[config.mk]
export PLATFORM = sky130hd
export DESIGN_NAME = signed_radix_digit_emitter_top_flat
export DESIGN_NICKNAME = d
export VERILOG_FILES = /design/src/rtl/srde_pkg.sv /design/src/rtl/srde_if.sv /design/src/rtl/signed_radix_digit_emitter_top.sv /design/src/rtl/srde_ctrl.sv /design/src/rtl/srde_dp.sv /design/src/flat_wrapper.sv
export SDC_FILE = /design/constraint.sdc
export NUM_CORES = 1
export LEC_CHECK = 0
export BUFFER_PORTS_ARGS = -buffer_cell sky130_fd_sc_hd__buf_4
export CAP_MARGIN = 20
export CORE_MARGIN = 2
export CORE_UTILIZATION = 60
export DETAILED_ROUTE_END_ITERATION = 8
export GPL_ROUTABILITY_DRIVEN = 0
export PLACE_DENSITY = 0.87
export SLEW_MARGIN = 0
export SYNTH_ARGS = -nofsm -noshare
export SYNTH_HDL_FRONTEND = slang
export SYNTH_SLANG_ARGS = --single-unit
[constraint.sdc]
create_clock -name clk -period 17.5 [get_ports clk]
set_clock_uncertainty 0.2 [all_clocks]
set_input_delay 0.875 -clock clk [delete_from_list [all_inputs] [get_ports clk]]
set_output_delay 0.875 -clock clk [all_outputs]
set_load 0.05 [all_outputs]
[src/rtl/srde_pkg.sv]
`timescale 1ns / 1ps
`default_nettype none
// ----------------------------------------------------------------------------
// srde_pkg
// Shared types and constants of the signed radix digit emitter.
// ----------------------------------------------------------------------------
package srde_pkg;

    localparam int MAX_SYMBOLS_DFLT = 16;
    localparam int SYM_COUNT        = 16;
    localparam int SYM_IDX_W        = 4;
    localparam int SYM_W            = 8;
    localparam int RADIX_W          = 5;
    localparam int VALUE_W          = 32;
    localparam int CFG_IDX_W        = 2;
    localparam int CFG_DATA_W       = 64;
    localparam int DIGIT_DEPTH      = 32;
    localparam int DIGIT_IDX_W      = 5;
    localparam int DIGIT_CNT_W      = 6;
    localparam int DIV_BITS         = 8;
    localparam int DIV_STEPS        = VALUE_W / DIV_BITS;
    localparam int DIV_CNT_W        = 2;

    localparam logic [CFG_IDX_W-1:0] REG_SYMBOLS_LOW  = 2'd0;
    localparam logic [CFG_IDX_W-1:0] REG_SYMBOLS_HIGH = 2'd1;
    localparam logic [CFG_IDX_W-1:0] REG_RADIX        = 2'd2;

    localparam logic [SYM_W-1:0] CHAR_PLUS  = 8'h2B;
    localparam logic [SYM_W-1:0] CHAR_MINUS = 8'h2D;

    typedef enum logic [2:0] {
        ST_IDLE,
        ST_CHECK,
        ST_DIVIDE,
        ST_SIGN,
        ST_DIGITS
    } state_t;

    typedef struct packed {
        logic load;
        logic chk_step;
        logic div_step;
        logic emit_sign;
        logic emit_digit;
    } dp_cmd_t;

    typedef struct packed {
        logic chk_bad;
        logic chk_last;
        logic div_last;
        logic div_end;
        logic neg;
        logic out_free;
        logic digit_last;
    } dp_sts_t;

endpackage
`default_nettype wire

[src/rtl/srde_if.sv]
`timescale 1ns / 1ps
`default_nettype none
// ----------------------------------------------------------------------------
// srde_if
// Channel interfaces: input values, output characters, register writes.
// ----------------------------------------------------------------------------
interface srde_in_if;
    logic               valid;
    logic               ready;
    logic signed [31:0] value;

    modport source (output valid, output value, input ready);
    modport sink   (input valid, input value, output ready);
endinterface

interface srde_out_if;
    logic       valid;
    logic       ready;
    logic [7:0] char_out;
    logic       last;

    modport source (output valid, output char_out, output last, input ready);
    modport sink   (input valid, input char_out, input last, output ready);
endinterface

interface srde_cfg_if;
    logic        valid;
    logic        ready;
    logic [1:0]  index;
    logic [63:0] data;

    modport source (output valid, output index, output data, input ready);
    modport sink   (input valid, input index, input data, output ready);
endinterface
`default_nettype wire

[src/rtl/signed_radix_digit_emitter_top.sv]
// Flow: accept the value, check the alphabet symbol by symbol, extract each digit
// in the 8-bit-per-cycle radix divider, emit a sign if negative, then one character
// per cycle while the output is not stalled. Throughput: one value at a time; the
// next value is taken only once the last character is in the output register.
// An invalid alphabet ends the transaction after the check with no output. Reset:
// asynchronous, active low; control regs clear, data regs and digit store do not.
`timescale 1ns / 1ps
`default_nettype none
// ----------------------------------------------------------------------------
// signed_radix_digit_emitter_top
// Writes signed 32-bit values as text in a configurable radix and alphabet.
// ----------------------------------------------------------------------------
module signed_radix_digit_emitter_top
    import srde_pkg::*;
#(
    parameter int MAX_SYMBOLS = MAX_SYMBOLS_DFLT
)
(
    input  wire logic  clk,
    input  wire logic  rst_n,
    srde_cfg_if.sink   cfg_ch,
    srde_in_if.sink    in_ch,
    srde_out_if.source out_ch
);

    dp_cmd_t cmd;
    dp_sts_t sts;
    logic    in_ready;

    assign in_ch.ready = in_ready;

    srde_ctrl u_ctrl (
        .clk      (clk),
        .rst_n    (rst_n),
        .in_valid (in_ch.valid),
        .in_ready (in_ready),
        .sts      (sts),
        .cmd      (cmd)
    );

    srde_dp #(
        .MAX_SYMBOLS (MAX_SYMBOLS)
    ) u_dp (
        .clk    (clk),
        .rst_n  (rst_n),
        .cfg_ch (cfg_ch),
        .value  (in_ch.value),
        .out_ch (out_ch),
        .cmd    (cmd),
        .sts    (sts)
    );

endmodule
`default_nettype wire

[src/rtl/srde_ctrl.sv]
`timescale 1ns / 1ps
`default_nettype none
// ----------------------------------------------------------------------------
// srde_ctrl
// Sequencer: alphabet check, digit extraction, sign and digit emission.
// ----------------------------------------------------------------------------
module srde_ctrl
    import srde_pkg::*;
(
    input  wire logic    clk,
    input  wire logic    rst_n,
    input  wire logic    in_valid,
    output logic         in_ready,
    input  wire dp_sts_t sts,
    output dp_cmd_t      cmd
);

    state_t state_reg;
    state_t state_next;

    always_ff @(posedge clk or negedge rst_n)
    begin
        if (!rst_n)
        begin
            state_reg <= ST_IDLE;
        end
        else
        begin
            state_reg <= state_next;
        end
    end

    always_comb
    begin
        state_next = state_reg;
        case (state_reg)
            ST_IDLE:
            begin
                if (in_valid)
                begin
                    state_next = ST_CHECK;
                end
            end
            ST_CHECK:
            begin
                if (sts.chk_bad)
                begin
                    state_next = ST_IDLE;
                end
                else if (sts.chk_last)
                begin
                    state_next = ST_DIVIDE;
                end
            end
            ST_DIVIDE:
            begin
                if (sts.div_last && sts.div_end)
                begin
                    state_next = ST_SIGN;
                end
            end
            ST_SIGN:
            begin
                if (!sts.neg || sts.out_free)
                begin
                    state_next = ST_DIGITS;
                end
            end
            ST_DIGITS:
            begin
                if (sts.out_free && sts.digit_last)
                begin
                    state_next = ST_IDLE;
                end
            end
            default:
            begin
                state_next = ST_IDLE;
            end
        endcase
    end

    always_comb
    begin
        in_ready       = (state_reg == ST_IDLE);
        cmd.load       = (state_reg == ST_IDLE) && in_valid;
        cmd.chk_step   = (state_reg == ST_CHECK);
        cmd.div_step   = (state_reg == ST_DIVIDE);
        cmd.emit_sign  = (state_reg == ST_SIGN) && sts.neg && sts.out_free;
        cmd.emit_digit = (state_reg == ST_DIGITS) && sts.out_free;
    end

endmodule
`default_nettype wire

[src/rtl/srde_dp.sv]
`timescale 1ns / 1ps
`default_nettype none
// ----------------------------------------------------------------------------
// srde_dp
// Datapath: registers, alphabet checker, radix divider, digit store, output.
// ----------------------------------------------------------------------------
module srde_dp
    import srde_pkg::*;
#(
    parameter int MAX_SYMBOLS = MAX_SYMBOLS_DFLT
)
(
    input  wire logic               clk,
    input  wire logic               rst_n,
    srde_cfg_if.sink                cfg_ch,
    input  wire logic signed [31:0] value,
    srde_out_if.source              out_ch,
    input  wire dp_cmd_t            cmd,
    output dp_sts_t                 sts
);

    logic [CFG_DATA_W-1:0]  sym_low_reg;
    logic [CFG_DATA_W-1:0]  sym_high_reg;
    logic [RADIX_W-1:0]     radix_reg;

    logic [SYM_W-1:0]       sym [SYM_COUNT];
    logic [SYM_IDX_W-1:0]   chk_idx_reg;
    logic                   neg_reg;
    logic [VALUE_W-1:0]     mag_reg;
    logic [VALUE_W-1:0]     mag_next;
    logic [SYM_IDX_W-1:0]   rem_reg;
    logic [SYM_IDX_W-1:0]   rem_next;
    logic [DIV_CNT_W-1:0]   div_cnt_reg;
    logic [DIGIT_CNT_W-1:0] ndig_reg;
    logic [DIGIT_CNT_W-1:0] ndig_m1;
    logic [SYM_IDX_W-1:0]   digit_mem [DIGIT_DEPTH];

    logic                   out_valid_reg;
    logic [SYM_W-1:0]       char_reg;
    logic                   last_reg;

    logic [VALUE_W-1:0]     value_u;
    logic                   radix_bad;
    logic                   sign_bad;
    logic                   dup_bad;

    assign cfg_ch.ready = 1'b1;

    always_ff @(posedge clk or negedge rst_n)
    begin
        if (!rst_n)
        begin
            sym_low_reg  <= '0;
            sym_high_reg <= '0;
            radix_reg    <= '0;
        end
        else if (cfg_ch.valid)
        begin
            case (cfg_ch.index)
                REG_SYMBOLS_LOW:  sym_low_reg  <= cfg_ch.data;
                REG_SYMBOLS_HIGH: sym_high_reg <= cfg_ch.data;
                REG_RADIX:        radix_reg    <= cfg_ch.data[RADIX_W-1:0];
                default:          ;
            endcase
        end
    end

    always_comb
    begin
        for (int k = 0; k < SYM_COUNT / 2; k++)
        begin
            sym[k]                 = sym_low_reg[k*SYM_W +: SYM_W];
            sym[k + SYM_COUNT / 2] = sym_high_reg[k*SYM_W +: SYM_W];
        end
    end

    always_comb
    begin
        radix_bad = (radix_reg < RADIX_W'(2)) || (radix_reg > RADIX_W'(MAX_SYMBOLS));
        sign_bad  = (sym[chk_idx_reg] == CHAR_PLUS) || (sym[chk_idx_reg] == CHAR_MINUS);
        dup_bad   = 1'b0;
        for (int j = 0; j < SYM_COUNT; j++)
        begin
            if ((RADIX_W'(j) > {1'b0, chk_idx_reg}) && (RADIX_W'(j) < radix_reg)
                && (sym[j] == sym[chk_idx_reg]))
            begin
                dup_bad = 1'b1;
            end
        end
    end

    always_comb
    begin
        logic [RADIX_W-1:0] t;
        logic [VALUE_W-1:0] q;
        logic [SYM_IDX_W-1:0] r;
        r = rem_reg;
        q = mag_reg;
        for (int b = 0; b < DIV_BITS; b++)
        begin
            t = {r, q[VALUE_W-1]};
            q = {q[VALUE_W-2:0], 1'b0};
            if (t >= radix_reg)
            begin
                t    = t - radix_reg;
                q[0] = 1'b1;
            end
            r = t[SYM_IDX_W-1:0];
        end
        mag_next = q;
        rem_next = r;
    end

    assign value_u = value;
    assign ndig_m1 = ndig_reg - DIGIT_CNT_W'(1);

    always_ff @(posedge clk or negedge rst_n)
    begin
        if (!rst_n)
        begin
            chk_idx_reg <= '0;
            div_cnt_reg <= '0;
            ndig_reg    <= '0;
            neg_reg     <= 1'b0;
        end
        else if (cmd.load)
        begin
            chk_idx_reg <= '0;
            div_cnt_reg <= '0;
            ndig_reg    <= '0;
            neg_reg     <= value_u[VALUE_W-1];
        end
        else
        begin
            if (cmd.chk_step)
            begin
                chk_idx_reg <= chk_idx_reg + SYM_IDX_W'(1);
            end
            if (cmd.div_step)
            begin
                div_cnt_reg <= div_cnt_reg + DIV_CNT_W'(1);
                if (sts.div_last)
                begin
                    ndig_reg <= ndig_reg + DIGIT_CNT_W'(1);
                end
            end
            else if (cmd.emit_digit)
            begin
                ndig_reg <= ndig_m1;
            end
        end
    end

    always_ff @(posedge clk)
    begin
        if (cmd.load)
        begin
            mag_reg <= value_u[VALUE_W-1] ? (VALUE_W'(0) - value_u) : value_u;
            rem_reg <= '0;
        end
        else if (cmd.div_step)
        begin
            mag_reg <= mag_next;
            rem_reg <= sts.div_last ? '0 : rem_next;
        end
    end

    always_ff @(posedge clk)
    begin
        if (cmd.div_step && sts.div_last)
        begin
            digit_mem[ndig_reg[DIGIT_IDX_W-1:0]] <= rem_next;
        end
    end

    always_ff @(posedge clk or negedge rst_n)
    begin
        if (!rst_n)
        begin
            out_valid_reg <= 1'b0;
        end
        else if (cmd.emit_sign || cmd.emit_digit)
        begin
            out_valid_reg <= 1'b1;
        end
        else if (out_ch.ready)
        begin
            out_valid_reg <= 1'b0;
        end
    end

    always_ff @(posedge clk)
    begin
        if (cmd.emit_sign)
        begin
            char_reg <= CHAR_MINUS;
            last_reg <= 1'b0;
        end
        else if (cmd.emit_digit)
        begin
            char_reg <= sym[digit_mem[ndig_m1[DIGIT_IDX_W-1:0]]];
            last_reg <= (ndig_reg == DIGIT_CNT_W'(1));
        end
    end

    assign out_ch.valid    = out_valid_reg;
    assign out_ch.char_out = char_reg;
    assign out_ch.last     = last_reg;

    always_comb
    begin
        sts.chk_bad    = radix_bad || sign_bad || dup_bad;
        sts.chk_last   = ({1'b0, chk_idx_reg} == (radix_reg - RADIX_W'(1)));
        sts.div_last   = (div_cnt_reg == DIV_CNT_W'(DIV_STEPS - 1));
        sts.div_end    = (mag_next == '0) || (ndig_reg == DIGIT_CNT_W'(DIGIT_DEPTH - 1));
        sts.neg        = neg_reg;
        sts.out_free   = !out_valid_reg || out_ch.ready;
        sts.digit_last = (ndig_reg == DIGIT_CNT_W'(1));
    end

endmodule
`default_nettype wire

[src/flat_wrapper.sv]
// flat-port wrapper written by rule: the top's interface ports become plain ports
module signed_radix_digit_emitter_top_flat import srde_pkg::*;
#(
    parameter int MAX_SYMBOLS = MAX_SYMBOLS_DFLT
)
  (clk, rst_n, cfg_ch_valid, cfg_ch_index, cfg_ch_data, cfg_ch_ready, in_ch_valid, in_ch_value, in_ch_ready, out_ch_valid, out_ch_char_out, out_ch_last, out_ch_ready);
  srde_cfg_if cfg_ch_i ();
  srde_in_if in_ch_i ();
  srde_out_if out_ch_i ();
  input  wire logic clk;
  input  wire logic rst_n;
  input wire logic [$bits(cfg_ch_i.valid)-1:0] cfg_ch_valid;
  input wire logic [$bits(cfg_ch_i.index)-1:0] cfg_ch_index;
  input wire logic [$bits(cfg_ch_i.data)-1:0] cfg_ch_data;
  output wire logic [$bits(cfg_ch_i.ready)-1:0] cfg_ch_ready;
  input wire logic [$bits(in_ch_i.valid)-1:0] in_ch_valid;
  input wire logic [$bits(in_ch_i.value)-1:0] in_ch_value;
  output wire logic [$bits(in_ch_i.ready)-1:0] in_ch_ready;
  output wire logic [$bits(out_ch_i.valid)-1:0] out_ch_valid;
  output wire logic [$bits(out_ch_i.char_out)-1:0] out_ch_char_out;
  output wire logic [$bits(out_ch_i.last)-1:0] out_ch_last;
  input wire logic [$bits(out_ch_i.ready)-1:0] out_ch_ready;
  assign cfg_ch_i.valid = cfg_ch_valid;
  assign cfg_ch_i.index = cfg_ch_index;
  assign cfg_ch_i.data = cfg_ch_data;
  assign cfg_ch_ready = cfg_ch_i.ready;
  assign in_ch_i.valid = in_ch_valid;
  assign in_ch_i.value = in_ch_value;
  assign in_ch_ready = in_ch_i.ready;
  assign out_ch_valid = out_ch_i.valid;
  assign out_ch_char_out = out_ch_i.char_out;
  assign out_ch_last = out_ch_i.last;
  assign out_ch_i.ready = out_ch_ready;
  signed_radix_digit_emitter_top #(.MAX_SYMBOLS(MAX_SYMBOLS)) u_core (.clk(clk), .rst_n(rst_n), .cfg_ch(cfg_ch_i), .in_ch(in_ch_i), .out_ch(out_ch_i));
endmodule
==> impl_metrics.yaml, run 1 <==
outcome:
  outcome: "complete, no violations"
yosys:
  async_flop_share_pct: 46.44
  synth_top_area_cell: "edfxtp_1"
  yosys_warnings: 0
  synth_cell_type_count: 95
  yosysSeqAreaShare_pct: 44.66
  syn_nets: 1799
  synthCells: 1635
  synthFlopType: "edfxtp_1"
  synth-edff-count: 160
  synth.cell_area_mm2: 0.01974
  ys_seq_elements: 323
  post_synth.cell_area_avg_um2: 12.08
  synthTopCellsByArea: "edfxtp_1 24%, dfrtp_1 19%, mux2_2 8.8%"
  synth.top_cell.area_share_pct: 24.33
sta:
  relSlewSlack_pct: 26.93
  final.min_clock_period_ns: 15.52
  worst_slack_ns: 1.977
  tightestPinTransition_ns: 1.094
  drv_slew: 0
  finalSetupViolCount: 0
  hold_viol_final: 0
  fmax_ghz: 0.06442
  hold_slack_ns: 0.1662
  setup_tns_ns: 0
  rsz0062_at_grt: "false"
  fin_crit_sh_pct: 88.70
grt:
  antenna_found_initial: 1
  grt_remaining_overflow: 0
  grt_pass1_vias: 14370
  grt_pass1_wl_um: 80320
  grt_usage_pct: 30.60
  grt_start_max_net_pins: 77
clock_tree:
  cts.path.max_buffers: 3
  cts_num_sinks: 323
  holdBufCountCts: 0
  clkSlewWorstSetupHoldPaths_ns: 0.06
  post_cts_buffers: 0
  numCtsBuffers: 35
  worstSkewPairLatency_ns: 0.55
  root_buffer: "clkbuf_16"
  cts.repair.resized: 0
  cts_tree: "yes"
  htreeDepth: 2
final_layout:
  largest_reg_flops: 128
  syn_to_final_growth_pct: 10.97
  layout_common_cells: "160 x edfxtp_1, 155 x mux2_2, 147 x dfrtp_1"
  drive_gt1_share_pct: 25.75
  fin_area_mm2: 0.02191
  layout_commonest_cell: "edfxtp_1"
  finish.net_count: 1873
detailed_routing:
  first_iter_violations: 1585
  vias: 14310
  drc: 0
  via_per_inst: 6.566
  wirelength_um: 51800
  wl_per_cell_um: 23.77
  ant_nets: 0
  drtPass1Iterations: 6
die:
  rows: 66
  die_y_um: 185.4
  die-area_mm2: 0.03437
  io_pins: 115
  core_mm2: 0.03245
  initial_core_util_pct: 60.84
  die_w_um: 185.4
placement:
  io_buffer_count: 113
  place_ws_ns: 1.977
  place_area_mm2: 0.02066
  post-dp-hpwl_um: 35710
critical_path:
  cp.required_ns: 17.73
  worst-path-stages: 67
  critical_path_arrival_ns: 15.75
  reg2reg_depth: 67
  crit_type: "reg -> reg"
  critPathMaxFanout: 16
  cp_slowest_cell: "dfrtp_1"
  cp_slowest_stage_delay_ns: 0.83
  crit_family: "compound AO/OA/AOI/OAI gates"
  endpoint_kind: "flip-flop"
  cp_num_buf_inv: 7
  cpMostUsedCell: "o21ai_0"
  worst_setup_path_start_kind: "flip-flop"
hold_path:
  hp-class: "in -> async"
flow_run:
  maxCapViolCount: 0
-- layer usage --
| layer | global-route usage [%] | wire length, um | vias to the layer above |
|---|---|---|---|
| li1 | - | - | 6233 |
| met1 | 38.46 | 19550 | 7093 |
| met2 | 51.81 | 25690 | 782 |
| met3 | 5.053 | 4125 | 200 |
| met4 | 14.38 | 2436 | 0 |
| met5 | 0 | 0 | - |
-- worst register-to-register path: cells and delay by family (launching register included) --
family | cells | cell delay, ns
and+or+nand+nor | 18 | 2.80
adders and majority gates | 8 | 2.35
AOI/OAI and AO/OA | 30 | 6.79
buffers and inverters | 7 | 1.01
DFF | 1 | 0.83
muxes | 4 | 1.44
-- worst paths after layout --
path | endpoint | start | slack (ns)
max | u_core.u_ctrl.state_reg[2] | u_core.u_dp.radix_reg[1] | 1.98
min | u_core.u_dp.sym_high_reg[60] | rst_n | 0.17
max reg2reg | u_core.u_ctrl.state_reg[2] | u_core.u_dp.radix_reg[1] | 1.98
min reg2reg | u_core.u_dp.out_ch.char_out[2] | u_core.u_dp.out_ch.char_out[2] | 0.30
max in group asynchronous | u_core.u_dp.sym_high_reg[8] | rst_n | 15.54
min in group clk | u_core.u_dp.out_ch.char_out[2] | u_core.u_dp.out_ch.char_out[2] | 0.30
-- per-stage QoR --
stage	utilization, %	cells
after floorplan	-	1635
after global placement	63.67	2111
after detailed placement	63.67	2111
after CTS	67.42	2175
after global routing	67.51	2179
final	67.51	2179
-- final cells by class --
cell class	instances	area, um2
Fill cell	2259	10540
Clock inverter	18	227.7
Antenna cell	1	2.502
Sequential cell	323	8822
Multi-Input combinational cell	1179	10190
Timing Repair Buffer	129	977.2
Clock buffer	46	987.2
Tap cell	442	553.0
Inverter	41	153.9
-- synth_stat cells, types with 15 or more instances --
master,n
inv_1,40
xor2_1,87
ha_1,53
dfrtp_1,150
mux2_2,155
nor2b_1,32
nand4_1,15
edfxtp_1,160
nand2_1,87
nor4_1,16
a21oi_1,67
a211oi_1,21
o21ai_0,76
mux4_2,61
nor2_1,100
clkbuf_1,49
xnor2_1,78
nand3_1,34
mux2i_1,100
-- logic make-up (layout without fill, tap and decap cells) --
logic type | count (synthesis) | after routing | synth area share (%)
AO/OA/AOI/OAI | 258 | 258 | 8.866
AND/OR/NAND/NOR | 371 | 371 | 9.594
buffers and inverters | 133 | 234 | 3.790
XOR/XNOR | 167 | 167 | 7.484
flip-flops | 323 | 323 | 44.66
multiplexers | 321 | 321 | 21.41
adder cells (fa/ha/maj) | 61 | 61 | 4.170
other | 1 | 2 | 0.01899
Power of run 1 is left out: the tool's default activity adds up to more than one toggle a clock period on the data nets, which glitch-free logic cannot reach.
==> run 2: changes to the inputs <==
--- a/config.mk
+++ b/config.mk
@@ -8,10 +8,10 @@
 export BUFFER_PORTS_ARGS = -buffer_cell sky130_fd_sc_hd__buf_4
 export CAP_MARGIN = 20
 export CORE_MARGIN = 2
-export CORE_UTILIZATION = 60
+export CORE_UTILIZATION = 50
 export DETAILED_ROUTE_END_ITERATION = 8
 export GPL_ROUTABILITY_DRIVEN = 0
-export PLACE_DENSITY = 0.87
+export PLACE_DENSITY = 0.75
 export SLEW_MARGIN = 0
 export SYNTH_ARGS = -nofsm -noshare
 export SYNTH_HDL_FRONTEND = slang
==> impl_metrics.yaml, run 2 (synthesized netlist as in run 1, its figures left out) <==
clock_tree:
  holdBufCountCts: 0
  clkSlewWorstSetupHoldPaths_ns: 0.06
  post_cts_buffers: 0
  root_buffer: "clkbuf_16"
  numCtsBuffers: 34
  cts.repair.resized: 0
  cts_num_sinks: 323
  htreeDepth: 2
  cts_tree: "yes"
  cts.path.max_buffers: 3
  worstSkewPairLatency_ns: 0.55
detailed_routing:
  first_iter_violations: 1300
  drtPass1Iterations: 5
  drc: 0
  wirelength_um: 50880
  ant_nets: 0
  vias: 13710
  wl_per_cell_um: 22.62
  via_per_inst: 6.098
final_layout:
  layout_common_cells: "160 x edfxtp_1, 155 x mux2_2, 147 x dfrtp_1"
  drive_gt1_share_pct: 25.16
  syn_to_final_growth_pct: 10.69
  finish.net_count: 1871
  layout_commonest_cell: "edfxtp_1"
  nFillCells: 3223
  largest_reg_flops: 128
die:
  die-area_mm2: 0.04109
  io_pins: 115
  die_y_um: 202.7
  core_mm2: 0.03883
  initial_core_util_pct: 50.85
  die_w_um: 202.7
  rows: 72
critical_path:
  crit_type: "reg -> reg"
  endpoint_kind: "flip-flop"
  cpMostUsedCell: "o21ai_0"
  cp_slowest_cell: "dfrtp_1"
  cp_slowest_stage_delay_ns: 0.86
  cp.required_ns: 17.73
  worst_setup_path_start_kind: "flip-flop"
  critPathMaxFanout: 16
  critical_path_arrival_ns: 15.87
sta:
  fin_crit_sh_pct: 89.36
  final.min_clock_period_ns: 15.64
  hold_viol_final: 0
  fmax_ghz: 0.06395
  setup_tns_ns: 0
  rsz0062_at_grt: "false"
  finalSetupViolCount: 0
  tightestPinTransition_ns: 0.9932
  relSlewSlack_pct: 32.07
  hold_slack_ns: 0.1441
  drv_slew: 0
grt:
  grt_start_max_net_pins: 77
  grt_usage_pct: 24.70
  antenna_found_initial: 2
  grt_pass1_wl_um: 78980
  grt_pass1_vias: 13720
  grt_remaining_overflow: 0
placement:
  io_buffer_count: 113
  post-dp-hpwl_um: 36660
hold_path:
  hp-class: "in -> async"
flow_run:
  maxCapViolCount: 0
outcome:
  outcome: "complete, no violations"
-- run 2: layer usage --
| layer | wire length, um | up-vias | GRT usage (%) |
|---|---|---|---|
| met5 | 0 | - | 0 |
| met2 | 24880 | 557 | 41.21 |
| met3 | 3581 | 108 | 4.799 |
| met1 | 20920 | 6839 | 32.60 |
| li1 | - | 6210 | - |
| met4 | 1495 | 0 | 7.899 |
-- run 2: cell type report --
| type | count | area (um2) | area share, % |
|---|---|---|---|
| multi-input cells | 1179 | 10190 | 46.61 |
| flip-flops and latches | 323 | 8822 | 40.37 |
| repair buffers | 128 | 972.2 | 4.448 |
| clock buffers | 45 | 932.1 | 4.265 |
| well taps | 518 | 648.1 | 2.966 |
| inverters | 41 | 153.9 | 0.7042 |
| clock inverters | 13 | 135.1 | 0.6183 |
| diodes | 2 | 5.005 | 0.02290 |
-- run 2: worst paths after layout --
kind	slack (ns)	startpoint	depth (start not counted)	end
max	1.86	u_core.u_dp.radix_reg[1]	67	u_core.u_ctrl.state_reg[2]
min	0.14	rst_n	1	u_core.u_dp.sym_high_reg[34]
max reg2reg	1.86	u_core.u_dp.radix_reg[1]	67	u_core.u_ctrl.state_reg[2]
min reg2reg	0.30	u_core.u_dp.out_ch.char_out[0]	2	u_core.u_dp.out_ch.char_out[0]
max in group asynchronous	15.50	rst_n	2	u_core.u_dp.chk_idx_reg[1]
min in group clk	0.30	u_core.u_dp.out_ch.char_out[0]	2	u_core.u_dp.out_ch.char_out[0]
-- run 2: critical path, delay by kind of cell (launching register included) --
kind	cells	cell delay, ns
AO/OA/AOI/OAI	30	6.84
flip-flops	1	0.86
buffers and inverters	7	0.96
adder cells (fa/ha/maj)	8	2.32
AND/OR/NAND/NOR	18	2.88
multiplexers	4	1.44
-- run 2: through the flow --
step                setup slack [ns]  instance area, um2  std cells  utilization [%]
global route                  0.5329               21850       2247            56.27
detailed placement             1.818               20770       2188            53.49
floorplan                      3.609               19740       1635                -
CTS                            1.788               21830       2246            56.24
global placement               2.967               20770       2188            53.49
finish                         1.863               21850       2249            56.29
Power of run 2 is left out for the same reason.
